[src/design/slot_table_heap_allocator_unit_assert.svh]
// Assertion macros used by the slot table heap allocator sequencer.
`ifndef SLOT_TABLE_HEAP_ALLOCATOR_UNIT_ASSERT_SVH
`define SLOT_TABLE_HEAP_ALLOCATOR_UNIT_ASSERT_SVH

// Checks a property at every rising clock edge outside reset.
`define STAU_ASSERT(lbl, prop, msg) \
  lbl: assert property (@(posedge clk) disable iff (!rst_n) (prop)) else $error(msg);

// Checks that a condition in one cycle implies another in the next cycle.
`define STAU_ASSERT_NEXT(lbl, ante, cons, msg) \
  lbl: assert property (@(posedge clk) disable iff (!rst_n) (ante) |=> (cons)) \
    else $error(msg);

`endif

[src/design/stau_pkg.sv]
// Shared types and codes of the slot table heap allocator.
`timescale 1ns / 1ps
`default_nettype none
package stau_pkg;

  localparam int GRANT_W  = 13;
  localparam int SIZE_W   = 13;
  localparam int STATUS_W = 2;
  localparam int LIVE_W   = 7;

  typedef enum logic {
    OP_ALLOC = 1'b0,
    OP_FREE  = 1'b1
  } opcode_t;

  typedef enum logic [STATUS_W-1:0] {
    ST_OK        = 2'd0,
    ST_NO_SLOT   = 2'd1,
    ST_HEAP_FULL = 2'd2,
    ST_NOT_FOUND = 2'd3
  } status_t;

  typedef struct packed {
    logic [GRANT_W-1:0] granted;
    status_t            status;
    logic [LIVE_W-1:0]  live;
  } result_t;

endpackage
`default_nettype wire

[src/design/slot_table_heap_allocator_unit.sv]
// Top level of the slot table heap allocator with its result register.
//
// Usage: a request transaction on the in_ channel carries an opcode (allocate
// or free), a request size and a free address. Each request yields exactly one
// result transaction on the out_ channel with the granted address, a status
// code and the number of live blocks after the request.
// An allocate scans the slot valid bits from slot 0, one slot per cycle, until
// the first empty slot, and reports a full table when no slot is empty. A free
// scans the slot table RAM one slot per cycle until the matching slot, or
// through all slots when none matches. in_ready returns in the cycle after the
// result is handed on, so a new request is not taken before the last result
// has left the sequencer.
// Reset clears all valid bits and the live count; the slot RAM needs no clear.
// The result register holds a result until it is taken; the next request is
// accepted meanwhile and, once finished, waits in the sequencer, which keeps
// in_ready low until the result register is free.
`timescale 1ns / 1ps
`default_nettype none
module slot_table_heap_allocator_unit #(
  parameter int SLOT_COUNT   = 64,
  parameter int HEAP_BASE    = 1024,
  parameter int MEMORY_BYTES = 8192
) (
  input  wire logic                             clk,
  input  wire logic                             rst_n,
  input  wire logic                             in_valid,
  output logic                                  in_ready,
  input  wire logic                             in_opcode,
  input  wire logic [stau_pkg::SIZE_W-1:0]      in_request_size,
  input  wire logic [stau_pkg::GRANT_W-1:0]     in_free_address,
  output logic                                  out_valid,
  input  wire logic                             out_ready,
  output logic      [stau_pkg::GRANT_W-1:0]     out_granted_address,
  output logic      [stau_pkg::STATUS_W-1:0]    out_status,
  output logic      [stau_pkg::LIVE_W-1:0]      out_live_blocks
);
  import stau_pkg::*;

  logic    res_valid;
  logic    res_take;
  result_t res;
  logic    out_valid_r, out_valid_nxt;
  result_t out_res_r;

  stau_seq #(
    .SLOT_COUNT   (SLOT_COUNT),
    .HEAP_BASE    (HEAP_BASE),
    .MEMORY_BYTES (MEMORY_BYTES)
  ) u_seq (
    .clk             (clk),
    .rst_n           (rst_n),
    .in_valid        (in_valid),
    .in_ready        (in_ready),
    .in_opcode       (in_opcode),
    .in_request_size (in_request_size),
    .in_free_address (in_free_address),
    .res_valid       (res_valid),
    .res_take        (res_take),
    .res             (res)
  );

  assign res_take = res_valid && (!out_valid_r || out_ready);

  always_comb begin
    out_valid_nxt = out_valid_r;
    if (res_take) begin
      out_valid_nxt = 1'b1;
    end else if (out_ready) begin
      out_valid_nxt = 1'b0;
    end
  end

  always_ff @(posedge clk) begin
    if (!rst_n) begin
      out_valid_r <= 1'b0;
    end else begin
      out_valid_r <= out_valid_nxt;
    end
  end

  always_ff @(posedge clk) begin
    if (res_take) begin
      out_res_r <= res;
    end
  end

  assign out_valid           = out_valid_r;
  assign out_granted_address = out_res_r.granted;
  assign out_status          = out_res_r.status;
  assign out_live_blocks     = out_res_r.live;

endmodule
`default_nettype wire

[src/design/stau_ram.sv]
// Generic single-write, single-read RAM with registered read data.
`timescale 1ns / 1ps
`default_nettype none
module stau_ram #(
  parameter int WIDTH = 8,
  parameter int DEPTH = 64
) (
  input  wire logic                     clk,
  input  wire logic                     we,
  input  wire logic [$clog2(DEPTH)-1:0] waddr,
  input  wire logic [WIDTH-1:0]         wdata,
  input  wire logic [$clog2(DEPTH)-1:0] raddr,
  output logic      [WIDTH-1:0]         rdata
);

  logic [WIDTH-1:0] mem_r [DEPTH];

  always_ff @(posedge clk) begin
    if (we) begin
      mem_r[waddr] <= wdata;
    end
    rdata <= mem_r[raddr];
  end

endmodule
`default_nettype wire

[src/design/stau_seq.sv]
// Slot scan sequencer with valid bits, live count and the add and compare logic.
`timescale 1ns / 1ps
`default_nettype none
`include "slot_table_heap_allocator_unit_assert.svh"
module stau_seq #(
  parameter int SLOT_COUNT   = 64,
  parameter int HEAP_BASE    = 1024,
  parameter int MEMORY_BYTES = 8192
) (
  input  wire logic                            clk,
  input  wire logic                            rst_n,
  input  wire logic                            in_valid,
  output logic                                 in_ready,
  input  wire logic                            in_opcode,
  input  wire logic [stau_pkg::SIZE_W-1:0]     in_request_size,
  input  wire logic [stau_pkg::GRANT_W-1:0]    in_free_address,
  output logic                                 res_valid,
  input  wire logic                            res_take,
  output stau_pkg::result_t                    res
);
  import stau_pkg::*;

  localparam int IDX_W     = $clog2(SLOT_COUNT);
  localparam int CW        = $clog2(SLOT_COUNT + 1);
  localparam int HEAP_SIZE = (MEMORY_BYTES > HEAP_BASE) ? MEMORY_BYTES - HEAP_BASE : 0;
  localparam int END_W     = $clog2(HEAP_SIZE + 2);
  localparam int SUM_W     = ((END_W > SIZE_W) ? END_W : SIZE_W) + 1;
  localparam int ENTRY_W   = GRANT_W + END_W;

  typedef enum logic [3:0] {
    S_IDLE  = 4'b0001,
    S_ALLOC = 4'b0010,
    S_FREE  = 4'b0100,
    S_DONE  = 4'b1000
  } state_t;

  state_t                  state_r, state_nxt;
  logic [CW-1:0]           scan_r, scan_nxt;
  logic [SLOT_COUNT-1:0]   valid_r, valid_nxt;
  logic [CW-1:0]           live_r, live_nxt;
  result_t                 res_r, res_nxt;
  logic [SIZE_W-1:0]       size_r;
  logic [GRANT_W-1:0]      addr_r;

  logic                    ram_we;
  logic [IDX_W-1:0]        ram_waddr;
  logic [ENTRY_W-1:0]      ram_wdata;
  logic [ENTRY_W-1:0]      ram_rdata;

  logic [IDX_W-1:0]        scan_idx;
  logic [IDX_W-1:0]        prev_idx;
  logic [GRANT_W-1:0]      rd_addr;
  logic [END_W-1:0]        rd_end;
  logic [SUM_W-1:0]        ofs;
  logic [SUM_W-1:0]        sum;
  logic                    fits;
  logic [END_W-1:0]        new_end;
  logic [GRANT_W-1:0]      new_addr;
  logic                    match;
  logic [CW-1:0]           live_inc;
  logic [CW-1:0]           live_dec;

  stau_ram #(
    .WIDTH (ENTRY_W),
    .DEPTH (SLOT_COUNT)
  ) u_slot_ram (
    .clk   (clk),
    .we    (ram_we),
    .waddr (ram_waddr),
    .wdata (ram_wdata),
    .raddr (scan_idx),
    .rdata (ram_rdata)
  );

  // Once the scan has passed slot 0, the read data belongs to the slot just before the one being scanned.
  assign scan_idx = scan_r[IDX_W-1:0];
  assign prev_idx = IDX_W'(scan_r - 1'b1);
  assign rd_addr  = ram_rdata[ENTRY_W-1 -: GRANT_W];
  assign rd_end   = ram_rdata[END_W-1:0];

  assign ofs      = (scan_r == '0) ? '0 : SUM_W'(rd_end) + SUM_W'(1);
  assign sum      = ofs + SUM_W'(size_r);
  assign fits     = (size_r != '0) && (sum <= SUM_W'(HEAP_SIZE));
  assign new_end  = END_W'(sum - SUM_W'(1));
  assign new_addr = GRANT_W'(ofs + SUM_W'(HEAP_BASE));
  assign match    = valid_r[prev_idx] && (rd_addr == addr_r);
  assign live_inc = live_r + 1'b1;
  assign live_dec = (live_r != '0) ? live_r - 1'b1 : live_r;

  assign in_ready  = (state_r == S_IDLE);
  assign res_valid = (state_r == S_DONE);
  assign res       = res_r;

  always_comb begin
    state_nxt = state_r;
    scan_nxt  = scan_r;
    valid_nxt = valid_r;
    live_nxt  = live_r;
    res_nxt   = res_r;
    ram_we    = 1'b0;
    ram_waddr = scan_idx;
    ram_wdata = {new_addr, new_end};
    case (state_r)
      S_IDLE: begin
        if (in_valid) begin
          scan_nxt  = '0;
          state_nxt = (in_opcode == OP_FREE) ? S_FREE : S_ALLOC;
        end
      end
      S_ALLOC: begin
        if (!valid_r[scan_idx]) begin
          if (fits) begin
            ram_we              = 1'b1;
            valid_nxt[scan_idx] = 1'b1;
            live_nxt            = live_inc;
            res_nxt.granted     = new_addr;
            res_nxt.status      = ST_OK;
            res_nxt.live        = LIVE_W'(live_inc);
          end else begin
            res_nxt.granted = '0;
            res_nxt.status  = ST_HEAP_FULL;
            res_nxt.live    = LIVE_W'(live_r);
          end
          state_nxt = S_DONE;
        end else if (scan_r == CW'(SLOT_COUNT - 1)) begin
          res_nxt.granted = '0;
          res_nxt.status  = ST_NO_SLOT;
          res_nxt.live    = LIVE_W'(live_r);
          state_nxt       = S_DONE;
        end else begin
          scan_nxt = scan_r + 1'b1;
        end
      end
      S_FREE: begin
        if ((scan_r != '0) && match) begin
          valid_nxt[prev_idx] = 1'b0;
          live_nxt            = live_dec;
          res_nxt.granted     = '0;
          res_nxt.status      = ST_OK;
          res_nxt.live        = LIVE_W'(live_dec);
          state_nxt           = S_DONE;
        end else if (scan_r == CW'(SLOT_COUNT)) begin
          res_nxt.granted = '0;
          res_nxt.status  = ST_NOT_FOUND;
          res_nxt.live    = LIVE_W'(live_r);
          state_nxt       = S_DONE;
        end else begin
          scan_nxt = scan_r + 1'b1;
        end
      end
      S_DONE: begin
        if (res_take) begin
          state_nxt = S_IDLE;
        end
      end
      default: begin
        state_nxt = S_IDLE;
      end
    endcase
  end

  always_ff @(posedge clk) begin
    if (!rst_n) begin
      state_r <= S_IDLE;
      scan_r  <= '0;
      valid_r <= '0;
      live_r  <= '0;
    end else begin
      state_r <= state_nxt;
      scan_r  <= scan_nxt;
      valid_r <= valid_nxt;
      live_r  <= live_nxt;
    end
  end

  always_ff @(posedge clk) begin
    res_r <= res_nxt;
    if (in_valid && in_ready) begin
      size_r <= in_request_size;
      addr_r <= in_free_address;
    end
  end

  `STAU_ASSERT(a_state_onehot, $onehot(state_r), "Sequencer state is not one-hot.")
  `STAU_ASSERT(a_live_matches_valid, $countones(valid_r) == int'(live_r), "Live count differs from valid bits.")
  `STAU_ASSERT(a_write_empty_slot, ram_we |-> !valid_r[ram_waddr], "Allocation overwrote a live slot.")
  `STAU_ASSERT_NEXT(a_accept_leaves_idle, in_valid && in_ready, state_r != S_IDLE, "Accepted transaction did not start a scan.")

endmodule
`default_nettype wire
[config.mk]
export PLATFORM = sky130hd
export DESIGN_NAME = slot_table_heap_allocator_unit
export DESIGN_NICKNAME = d
export VERILOG_FILES = /design/src/design/stau_pkg.sv /design/src/design/slot_table_heap_allocator_unit.sv /design/src/design/stau_ram.sv /design/src/design/stau_seq.sv
export VERILOG_INCLUDE_DIRS = /design/src /design/src/design
export SDC_FILE = /design/constraint.sdc
export NUM_CORES = 2
export LEC_CHECK = 0
export ABC_AREA = 0
export CORE_ASPECT_RATIO = 1.4
export CORE_UTILIZATION = 40
export DETAILED_ROUTE_END_ITERATION = 12
export DONT_BUFFER_PORTS = 1
export GPL_ROUTABILITY_DRIVEN = 0
export GPL_TIMING_DRIVEN = 0
export RECOVER_POWER = 50
export SLEW_MARGIN = 40
export SYNTH_ARGS = -nofsm -noshare
export SYNTH_HDL_FRONTEND = slang
export SYNTH_HIERARCHICAL = 1
export SYNTH_SLANG_ARGS = --single-unit
export TNS_END_PERCENT = 50
[constraint.sdc]
create_clock -name clk -period 11.8 [get_ports clk]
set_input_delay 3.54 -clock clk [delete_from_list [all_inputs] [get_ports clk]]
set_output_delay 3.54 -clock clk [all_outputs]
set_load 0.01 [all_outputs]
==> results.cfg <==
[status]
run_status = finished with violations
violations = max-capacitance violations, max-slew violations

[power]
power.density_nw_per_um2 = 175
ir_drop_mv = 0.168
leakagePower_nw = 25.9

[global_route]
grt_overflow = 0
grt_util_all_layers_pct = 22.4
antenna_found_initial = 15
grt_max_degree = 68
first_global_vias = 39695
grt_pass1_wl_um = 294000

[drt]
drt-initial-drc-count = 4363
vias_per_cell = 5.86
vias = 39905
wl_per_cell_um = 30.5
drt-pass1-iter-count = 6
drt-total-wl_um = 208000
ant_nets = 0
drc = 0

[floorplan]
fp.dieW_um = 365
fp-row-count = 186
start_util_pct = 40.2
core_sq_um = 183000
die_area_sq_um = 186000
fp.dieH_um = 510
io_pins = 55

[critical_path]
required_ps = 12310
endpoint_kind = register
critical_path.max_fanout = 16
worstSetupStartpointType = register
crit_arrival_ps = 10370
setup.worst_path.class = register to register

[timing]
post-route-min-period_ps = 9860
max_slew_margin_pct = -85.7
grt_setup_unrepaired = no
slew_viol_final = 252
max_freq_ghz = 0.101
tightestPinTransition_ps = 2770
clock-skew-final_ps = 37.1
period_share_pct = 83.5
worst_slack_ps = 1940
finalSetupViolCount = 0
hold_viol = 0

[cts]
cts_tree = done
cts_root_buf = clkbuf_16
htree_levels = 4
hold_buffers = 0
ctsResizeCount = 0
post_cts.repair.setup_buffers = 0
numClockSinks = 1843
insertion_delay_ps = 830
cts_buffer_depth = 3
numCtsBuffers = 168
path_clk_slew_ps = 60

[placed_design]
placed_cell_area_sq_um = 80600
hpwl_um = 150000
dp_slack_ps = 3100
port_buffers = 0

[synthesis]
synth_top_cell_by_area = edfxtp_1
ys_types = 88
async_flop_share_pct = 0
ys.warnings.count = 6
ys_ff_latch = 1843
synth-seq-area-share_pct = 73.7
synth.avg_cell_area_sq_um = 19.2
synthCells = 3843
netlist_area_sq_um = 73600
synthFlopType = edfxtp_1
synth_edf_count = 1734
syn_nets = 3895
synthTopCellsByArea = edfxtp_1, mux4_2, mux2i_1, dfxtp_1, a22oi_1
synth_top_area_share_pct = 70.7

[final_layout]
final_area_sq_um = 85000
final_nets = 4257
area_delta_synth_final_pct = 15.4
layout-drive-gt1-share_pct = 22.7

[flow_run]
drv_cap = 10

[worst_hold_path]
hold_class = register to register
==> cells by family (layout without fill, tap and decap cells) <==
logic type | Yosys count | in the layout | share of synthesized area [%]
compound gates | 503 | 503 | 4.96
xor+xnor | 61 | 61 | 0.736
fa+ha+maj | 21 | 21 | 0.367
buf+inv | 278 | 776 | 1.86
flops | 1843 | 1843 | 73.7
mux | 631 | 631 | 14.9
other cells | 0 | 29 | 0
simple gates | 506 | 506 | 3.51
==> layout make-up <==
| cell class | instances | area (sq um) |
|---|---|---|
| Multi-Input combinational cell | 1722 | 18600 |
| Sequential cell | 1843 | 54300 |
| Clock inverter | 83 | 772 |
| Inverter | 40 | 155 |
| Antenna cell | 29 | 72.6 |
| Timing Repair Buffer | 192 | 2180 |
| Buffer | 238 | 1220 |
| Fill cell | 15342 | 98200 |
| Clock buffer | 223 | 4600 |
| Tap cell | 2444 | 3060 |
==> cells in the mapped netlist (all sizes together) (25+ instances only) <==
cell type     n
o221a        34
a21oi        32
and3         25
xnor2        40
a31oi        48
o31ai        35
nand3        42
nor2        165
nor4         29
nor3         35
inv          38
o21ai        59
nand2        78
buf         136
edfxtp     1734
mux4        370
dfxtp       109
a22oi        91
o22ai        61
mux2i       253
clkbuf      102
==> routing by layer <==
metal	part of all wire, %	GRT usage [%]
met5	0.0072	0
met1	36	26.4
met3	6.5	3.61
met2	51	39.1
met4	6.1	12.2
==> report_power, final <==
| group | internal (mW) | total [mW] | switching (mW) |
|---|---|---|---|
| Sequential | 7.61 | 7.64 | 0.0238 |
| Combinational | 0.536 | 1.82 | 1.28 |
| Clock | 2.97 | 5.37 | 2.40 |
| Total | 11.1 | 14.8 | 3.70 |
==> registers in the layout, indices dropped and copies added (netlist names), 13 cells and up <==
register	flops
u_seq/res	22
u_seq/size_r	13
u_seq/u_slot_ram/mem_r	1664
out_granted_address	13
u_seq/u_slot_ram/rdata	26
u_seq/addr_r	13
u_seq/valid_r	64
==> metrics by stage <==
stage | std cells | utilization (%) | TNS, ps | hold WS [ps] | total power [mW]
global placement | 6287 | 41.9 | -4548370 | 404 | 9.56
CTS | 6783 | 46.9 | 0 | 421 | 15.1
floorplan | 3843 | - | 0 | 400 | 8.82
detailed placement | 6477 | 44.0 | 0 | 406 | 9.75
finish | 6814 | 46.4 | 0 | 420 | 14.8
global route | 6810 | 46.4 | 0 | 420 | 15.2
==> worst max-delay path, cell delays in order, from the launching register on <==
cell      delay (ps)
dfxtp_1          820
clkbuf_1         320
inv_1            330
ha_1             380
nor2b_1          160
clkbuf_1         270
and2_1           210
clkbuf_1         280
clkbuf_1         310
nor2_1          1140
ha_1             490
and4_1           240
a211oi_1         590
a31oi_1          250
o31ai_1          490
mux2i_1          650
o211ai_2         290
inv_2            400
nor2b_1          440
nand3_2          550
nor2_4           670
buf_16           230
==> worst paths after layout <==
check                   from                        endpoint  slack [ps]  cells past startpoint
max          u_seq/scan_r[0]  u_seq/u_slot_ram/mem_r[30][10]        1940                     21
min            u_seq/res[21]         out_granted_address[12]         420                      0
max reg2reg  u_seq/scan_r[0]  u_seq/u_slot_ram/mem_r[30][10]        1940                     21
min reg2reg    u_seq/res[21]         out_granted_address[12]         420                      0
==> placed cells by master (no fill, tap or decap), drive strengths merged, types with 9 or more instances in the layout <==
| cell | netlist | layout |
|---|---|---|
| edfxtp | 1734 | 1734 |
| clkbuf | 102 | 426 |
| mux4 | 370 | 370 |
| mux2i | 253 | 253 |
| buf | 136 | 227 |
| nor2 | 165 | 165 |
| dfxtp | 109 | 109 |
| a22oi | 91 | 91 |
| nand2 | 78 | 78 |
| clkinv | 2 | 66 |
| o22ai | 61 | 61 |
| o21ai | 59 | 59 |
| a31oi | 48 | 48 |
| nand3 | 42 | 42 |
| inv | 38 | 41 |
| xnor2 | 40 | 40 |
| nor3 | 35 | 35 |
| o31ai | 35 | 35 |
| o221a | 34 | 34 |
| a21oi | 32 | 32 |
| diode | 0 | 29 |
| nor4 | 29 | 29 |
| and3 | 25 | 25 |
| nor2b | 23 | 23 |
| a21o | 23 | 23 |
| a211oi | 23 | 23 |
| xor2 | 21 | 21 |
| ha | 20 | 20 |
| o311ai | 20 | 20 |
| o221ai | 15 | 15 |
| nand2b | 15 | 15 |
| o211ai | 15 | 15 |
| nand4 | 14 | 14 |
| nand3b | 13 | 13 |
| and2 | 13 | 13 |
| bufinv | 0 | 10 |
| or2 | 10 | 10 |
| or3 | 9 | 9 |
| o2111ai | 9 | 9 |
Power figures use the tool's default switching activity.
